### config.mk
export PLATFORM = sky130hd
export DESIGN_NAME = oaht_ram
export DESIGN_NICKNAME = d
export VERILOG_FILES = /design/src/hw/rtl/open_addressing_hash_table_macros.svh /design/src/hw/rtl/oaht_ram.sv
export SDC_FILE = /design/constraint.sdc
export NUM_CORES = 1
export LEC_CHECK = 0
export BUFFER_PORTS_ARGS = -buffer_cell sky130_fd_sc_hd__buf_2
export CORE_AREA = 2 2 136 138
export DETAILED_ROUTE_END_ITERATION = 6
export DIE_AREA = 0 0 138 140
export PLACE_DENSITY_LB_ADDON = 0.15
export SYNTH_ARGS = -nofsm -noshare
export SYNTH_HDL_FRONTEND = slang
export SYNTH_SLANG_ARGS = --single-unit
### constraint.sdc
create_clock -name clk -period 2.2 [get_ports clk]
set_input_delay 0.33 -clock clk [delete_from_list [all_inputs] [get_ports clk]]
set_output_delay 0.33 -clock clk [all_outputs]
set_load 0.01 [all_outputs]
### src/hw/rtl/open_addressing_hash_table_macros.svh
// Assertion macros used by the hash table RTL.
`ifndef OPEN_ADDRESSING_HASH_TABLE_MACROS_SVH
`define OPEN_ADDRESSING_HASH_TABLE_MACROS_SVH

// Same-cycle implication, checked on every rising clock edge outside reset.
`define OAHT_ASSERT_IMPLY(lbl, ante, cons, msg) \
	lbl: assert property (@(posedge clk) disable iff (!arst_n) (ante) |-> (cons)) \
		else $error(msg);

// Next-cycle implication.
`define OAHT_ASSERT_NEXT(lbl, ante, cons, msg) \
	lbl: assert property (@(posedge clk) disable iff (!arst_n) (ante) |=> (cons)) \
		else $error(msg);

`endif

### src/hw/rtl/oaht_ram.sv
// Generic single-write, single-read RAM with registered read data.
module oaht_ram #(
	parameter int WIDTH = 8,
	parameter int DEPTH = 16
) (
	input  logic                     clk,
	input  logic                     we,
	input  logic [$clog2(DEPTH)-1:0] waddr,
	input  logic [WIDTH-1:0]         wdata,
	input  logic                     re,
	input  logic [$clog2(DEPTH)-1:0] raddr,
	output logic [WIDTH-1:0]         rdata
);

	logic [WIDTH-1:0] mem [DEPTH];

	// write port and registered read port
	always_ff @(posedge clk) begin
		if (we) begin
			mem[waddr] <= wdata;
		end
		if (re) begin
			rdata <= mem[raddr];
		end
	end

endmodule

Word-level counts from Yosys, hierarchy flattened

Memories as Yosys holds them, arrays and structs flattened. A register that Yosys moved wholly into a read port is not among the register bits.
Index checks and enable logic that the tools add are counted.

Register bits after elaboration: 0
Latch bits: 0
RAM bits: 128
ROM bits: 0
Input bits: 19
Output and inout bits: 8
Memories kept: 1

Memory list:

| name | words | bits a word | rd ports | clocked after memory_dff | wr ports | line           | RTL |
|---|---|---|---|---|---|---|---|
| mem  | 16    | 8           | 1        | 1                        | 1        | oaht_ram.sv:15 | `logic [WIDTH-1:0] mem [DEPTH];` |

$add $sub $neg: 0
Multipliers: 0
Div/mod/pow operators: 0
Magnitude comparators: 0
Equality and inequality tests: 0
Shift operators: 0
Mux-type cells: 2
Bitwise gates (word level): 0
Reductions and logical operators: 0

Operator list:

| kind             | count |
|---|---|
| 1-bit 2-to-1 mux | 2 |

Depth between registers and ports, before layout

Gate-level depths: netlist of the first run.

Depth in word-level cells: 2
Depth in mapped cells: 5

Least setup slack after synthesis of the first run

No wires, ideal clock.

Path kind: input to register
From: input waddr[2]
To: memory mem[0][0], enable pin
Setup time: 0.383 ns
Arrival time: 1.440 ns
Path slack: 0.377 ns
Stages: 2
Path buffers: 0
Cells stage by stage: or3b_2 -> nor3_1

RTL lines:

| element            | line           | RTL |
|---|---|---|
| start: declaration | oaht_ram.sv:8  | `input logic [$clog2(DEPTH)-1:0] waddr,` |
| end: declaration   | oaht_ram.sv:15 |  |

No word-level cell before the write port.

==> impl_metrics.json, run 1 <==
{
  "htree_num_levels": 4,
  "row_count": 49,
  "antenna_found_initial": 0,
  "end_kind": "flip-flop",
  "syn-cell-area_mm2": 0.00523,
  "dpl_worst_slack_ns": 0.257,
  "ys_seq_area_share_pct": 78.1,
  "required_ns": 2.35,
  "hold_end": "rdata[6]$_DFFE_PP_",
  "hold_path_depth": 1,
  "root_buffer": "clkbuf_16",
  "p_leak_nw": 2.13,
  "layout_setup_ws_ns": 0.657,
  "rsz0062_at_grt": "no",
  "crit_fanout": 1,
  "dp_hpwl_um": 7430,
  "antenna_cells": 0,
  "final.setup.tns_ns": 0,
  "io_buffer_count": 26,
  "cts_num_sinks": 136,
  "final_common_cell": "edfxtp_1",
  "design.core.area_mm2": 0.0178,
  "timing.final.crit_share_pct": 70.1,
  "finalPower_mw": 6.00,
  "startpoint": "mem[7][4]$_DFFE_PP_",
  "hold_buffers": 0,
  "fp.dieW_um": 138,
  "synth_cell_types": 18,
  "avgSynthCellArea_um2": 22.8,
  "power_density_mw_per_mm2": 944,
  "cts_buffer_depth": 2,
  "grt_pass1_wl_um": 17000,
  "grt_max_degree": 20,
  "finalNetCount": 306,
  "clk_latency_ns": 0.42,
  "hold_path_class": "in2reg",
  "slew_headroom_pct": 70.3,
  "ys_seq_elements": 136,
  "hp-start": "re",
  "die_h_um": 140,
  "r2r_start": "mem[7][4]$_DFFE_PP_",
  "cts-buffers-inserted": 17,
  "yosysWarnings": 0,
  "hold_viol_final": 0,
  "cts_tree": "done",
  "max_freq_mhz": 648,
  "gr-total-overflow": 0,
  "ctsResizeCount": 0,
  "setup_viol": 0,
  "rr_endpoint": "rdata[4]$_DFFE_PP_",
  "drtIter0Drc": 215,
  "layout_common_cells": "edfxtp_1 (136), buf_2 (26), buf_4 (20), mux4_2 (18), clkbuf_16 (17)",
  "holdWs_ns": 0.282,
  "start_kind": "flip-flop",
  "fin_util_pct": 35.7,
  "ir_worst_vdd_v": 0.000530,
  "area_growth_pct": 21.5,
  "crit_type": "reg2reg",
  "initial_core_util_pct": 29.4,
  "antenna_left": 0,
  "post_cts.repair.setup_buffers": 0,
  "io_pins": 27,
  "drc": 0,
  "die-area_mm2": 0.0193,
  "finClkSkew_ns": 0.00531,
  "vias": 2440,
  "tightest_slew_ns": 0.445,
  "wl_um": 11100,
  "slew_violations": 0,
  "status": "finished, final reports clean",
  "grt_use_total_pct": 12.4,
  "viasPerCell": 4.61,
  "fin_crit_ns": 1.54,
  "drive_gt1_share_pct": 32.7,
  "netlist_instances": 229,
  "cp.arrival_ns": 1.70,
  "r2r_slack_ns": 0.66,
  "place_congestion": 0.696,
  "rr_worst_depth": 3,
  "clk_pin_slew_ns": 0.05,
  "wire_per_inst_um": 21.0,
  "syn_nets": 248,
  "firstDrtPassIters": 4,
  "grt_pass1_vias": 2580,
  "max_cap_violations": 0
}
power by group:
group / internal, mW / switching [mW] / leakage (nW) / total (mW)
Combinational: 0.121 / 0.166 / 0.608 / 0.287
Sequential: 2.92 / 0.0134 / 1.24 / 2.93
Clock: 1.76 / 1.02 / 0.283 / 2.78
Total: 4.80 / 1.20 / 2.13 / 6.00
synth_stat cells:
cell type	instances	share of area [%]
nand2_1	9	0.65
or3b_2	1	0.17
nand3_1	1	0.096
buf_4	1	0.14
a22oi_1	16	2.3
mux4_2	18	7.8
buf_2	3	0.29
nor2b_1	1	0.12
nand3b_1	2	0.29
nor3_1	4	0.38
and2_1	1	0.12
and2b_1	1	0.14
mux4_1	14	7.0
nor2_1	13	0.93
nand2b_1	2	0.24
edfxtp_1	136	78
buf_6	3	0.65
clkdlybuf4s25_2	3	0.57
worst max-delay path, stage by stage, from the launching register on:
cell	delay, ns
edfxtp_1	0.36
mux4_2	0.54
a22oi_1	0.29
nand2_1	0.10
state kept, by name (all words and copies together) (netlist names):
register  cells
mem         128
rdata         8
how the worst max path moves through the flow:
stage / end / slack, ns / depth (start not counted)
global route: rdata[4]$_DFFE_PP_ / 0.59 / 3
detailed placement: rdata[4]$_DFFE_PP_ / 0.26 / 5
floorplan: mem[0][0]$_DFFE_PP_ / 0.38 / 2
CTS: rdata[4]$_DFFE_PP_ / 0.65 / 3
finish: rdata[4]$_DFFE_PP_ / 0.66 / 3
global placement: rdata[4]$_DFFE_PP_ / 0.28 / 5
cells by family (layout without fill, tap and decap cells):
logic type,count (synthesis),count (layout),share of synthesized area (%)
buffers and inverters,10,81,1.65
and+or+nand+nor,35,35,3.14
muxes,32,32,14.8
AOI/OAI and AO/OA,16,16,2.30
DFF,136,136,78.1
routing by layer:
layer	vias to the layer above	wire length (µm)	track usage (%)
met5	-	0	0
met4	0	120	4.51
met3	14	587	3.49
met2	65	5400	19.3
met1	1264	5020	16.8
li1	1097	-	-
cell type report:
cell class,count,area [µm²]
Fill cell,1653,11400
Sequential cell,136,4080
Multi-Input combinational cell,83,1060
Clock buffer,17,425
Timing Repair Buffer,49,340
Tap cell,229,287
Clock inverter,15,159
metrics by stage:
step | instances | cell area [µm²]
3_3_place_gp | 497 | 5770
4_1_cts | 529 | 6350
3_5_place_dp | 497 | 5770
5_1_grt | 529 | 6350
6_report | 529 | 6350
2_1_floorplan | 229 | 5230
Power figures use the tool's default switching activity.
==> run 2: changes to the inputs <==
==> constraint.sdc (replaced) <==
create_clock -name clk -period 1.6 [get_ports clk]
set_input_delay 0.24 -clock clk [delete_from_list [all_inputs] [get_ports clk]]
set_output_delay 0.24 -clock clk [all_outputs]
set_load 0.01 [all_outputs]
==> run 2 against run 1 <==
Against the previous run:
- fmax decreased by 1.0%
- power increased by 41%
- clock power increased by 44%
- via count increased by 4.9%
- largest power group unchanged
==> impl_metrics.json, run 2 (same netlist as run 1, synthesis figures left out) <==
{
  "initial_core_util_pct": 29.4,
  "largest_registers": "mem (128), rdata (8)",
  "fp.dieW_um": 138,
  "p_leak_nw": 2.21,
  "ir_worst_vdd_v": 0.000789,
  "gr-total-overflow": 0,
  "cts_tree": "done",
  "drive_gt1_share_pct": 36.3,
  "grt_max_degree": 19,
  "p_clk_share_pct": 47.3,
  "top_register": "mem",
  "grt_use_total_pct": 12.9,
  "drtIter0Drc": 239,
  "grt_pass1_wl_um": 17800,
  "firstDrtPassIters": 4,
  "hold_path_class": "in2reg",
  "die_h_um": 140,
  "setup_viol": 0,
  "antenna_cells": 0,
  "grt_pass1_vias": 2757,
  "hold_buffers": 0,
  "tightest_slew_ns": 0.960,
  "worstPathCellList": "mux4_1 -> a22oi_2 -> nand2_1",
  "worst_path_largest_cell_delay_ns": 0.53,
  "max_freq_mhz": 641,
  "slew_headroom_pct": 35.7,
  "p_sw_mw": 1.70,
  "crit_type": "reg2reg",
  "io_buffer_count": 26,
  "timing.final.crit_share_pct": 97.4,
  "start_kind": "flip-flop",
  "root_buffer": "clkbuf_16",
  "layout_common_cells": "edfxtp_1 (136), buf_4 (28), buf_2 (26), mux4_2 (18), clkbuf_16 (17)",
  "wl_um": 11700,
  "vias": 2560,
  "viasPerCell": 4.74,
  "clk_pin_slew_ns": 0.06,
  "cp.arrival_ns": 1.71,
  "htree_num_levels": 4,
  "finalNetCount": 317,
  "area_growth_pct": 24.8,
  "design.core.area_mm2": 0.0178,
  "slowest_stage": "mux4_1",
  "p_seq_share_pct": 47.6,
  "combPwrFrac_pct": 5.1,
  "io_pins": 27,
  "row_count": 49,
  "finClkSkew_ns": 0.00711,
  "place_congestion": 0.674,
  "status": "finished, final reports clean",
  "largest_reg_flops": 128,
  "crit_fanout": 1,
  "holdWs_ns": 0.214,
  "final_common_cell": "edfxtp_1",
  "n_fill_cell": 1665,
  "hold_viol_final": 0,
  "slew_violations": 0,
  "end_kind": "flip-flop",
  "cts_buffer_depth": 2,
  "switching_share_pct": 20.0,
  "fin_crit_ns": 1.56,
  "power_density_mw_per_mm2": 1300,
  "wire_per_inst_um": 21.7,
  "die-area_mm2": 0.0193,
  "drc": 0,
  "max_cap_violations": 0,
  "p_int_mw": 6.78,
  "cts_num_sinks": 136,
  "finalInstanceArea_mm2": 0.00652,
  "dp_hpwl_um": 7820,
  "place_area_mm2": 0.00589,
  "antenna_found_initial": 0,
  "required_ns": 1.75,
  "antenna_left": 0,
  "clk_latency_ns": 0.42,
  "cts-buffers-inserted": 17
}
-- run 2: cell count changes in the layout (fill, tap and decap cells not counted) --
| cell | change |
|---|---|
| a22oi_1 | -4 |
| a22oi_2 | +4 |
| buf_12 | +3 |
| buf_4 | +8 |
| bufinv_16 | +1 |
| clkinv_1 | +1 |
| clkinv_2 | -2 |
| clkinv_4 | +2 |
| clkinvlp_4 | -1 |
| inv_6 | -1 |
| nor3_1 | -1 |
| nor3_2 | +1 |
-- run 2: timing repair --
action / CTS / global route
resized for setup: 2 / 2
pin swaps: 0 / 0
setup endpoints to repair: 2 / 2
buffers inserted: 0 / 0
-- run 2: area by class of cell --
type | instances | area, µm² | share of cell area (%)
Sequential cell | 136 | 4080 | 62.6
Clock buffer | 17 | 425 | 6.52
Clock inverter | 15 | 184 | 2.82
Multi-Input combinational cell | 83 | 1080 | 16.6
Tap cell | 229 | 287 | 4.39
Timing Repair Buffer | 60 | 460 | 7.06
-- run 2: through the flow --
stage	power [mW]	TNS (ns)	utilization [%]	cells	setup slack (ns)
floorplan	4.32	0	-	229	0.0776
global placement	4.54	-1.85	33.1	508	-0.295
detailed placement	4.55	-1.78	33.1	508	-0.329
CTS	8.57	0	36.6	540	0.00623
global route	8.74	-0.0140	36.7	540	-0.0140
finish	8.48	0	36.7	540	0.0410
-- run 2: worst paths after layout --
kind | slack [ns] | start | cells past startpoint | end
max | 0.04 | mem[1][2]$_DFFE_PP_ | 3 | rdata[2]$_DFFE_PP_
min | 0.21 | wdata[7] | 1 | mem[3][7]$_DFFE_PP_
max reg2reg | 0.04 | mem[1][2]$_DFFE_PP_ | 3 | rdata[2]$_DFFE_PP_
min reg2reg | 0.76 | mem[4][4]$_DFFE_PP_ | 3 | rdata[4]$_DFFE_PP_
-- run 2: per-layer routing --
metal	part of all wire [%]	vias up	GRT usage (%)	wire, µm
li1	-	1118	-	-
met1	51	1378	18.7	6030
met2	44	55	18.7	5160
met3	3.5	9	3.90	410
met4	1.2	0	4.35	136
met5	0	-	0	0
-- run 2: worst max-delay path: cells and delay by family (launching register included) --
kind               cells  cell delay, ns
AOI/OAI and AO/OA      1            0.29
DFF                    1            0.36
muxes                  1            0.53
and+or+nand+nor        1            0.11
-- run 2: power by group through the flow --
| stage | combinational, mW | sequential, mW | clock [mW] |
|---|---|---|---|
| finish | 0.432 | 4.04 | 4.01 |
| global route | 0.474 | 4.04 | 4.23 |
| CTS | 0.438 | 4.04 | 4.09 |
| detailed placement | 0.433 | 4.11 | 0 |
| global placement | 0.432 | 4.11 | 0 |
| floorplan | 0.203 | 4.11 | 0 |
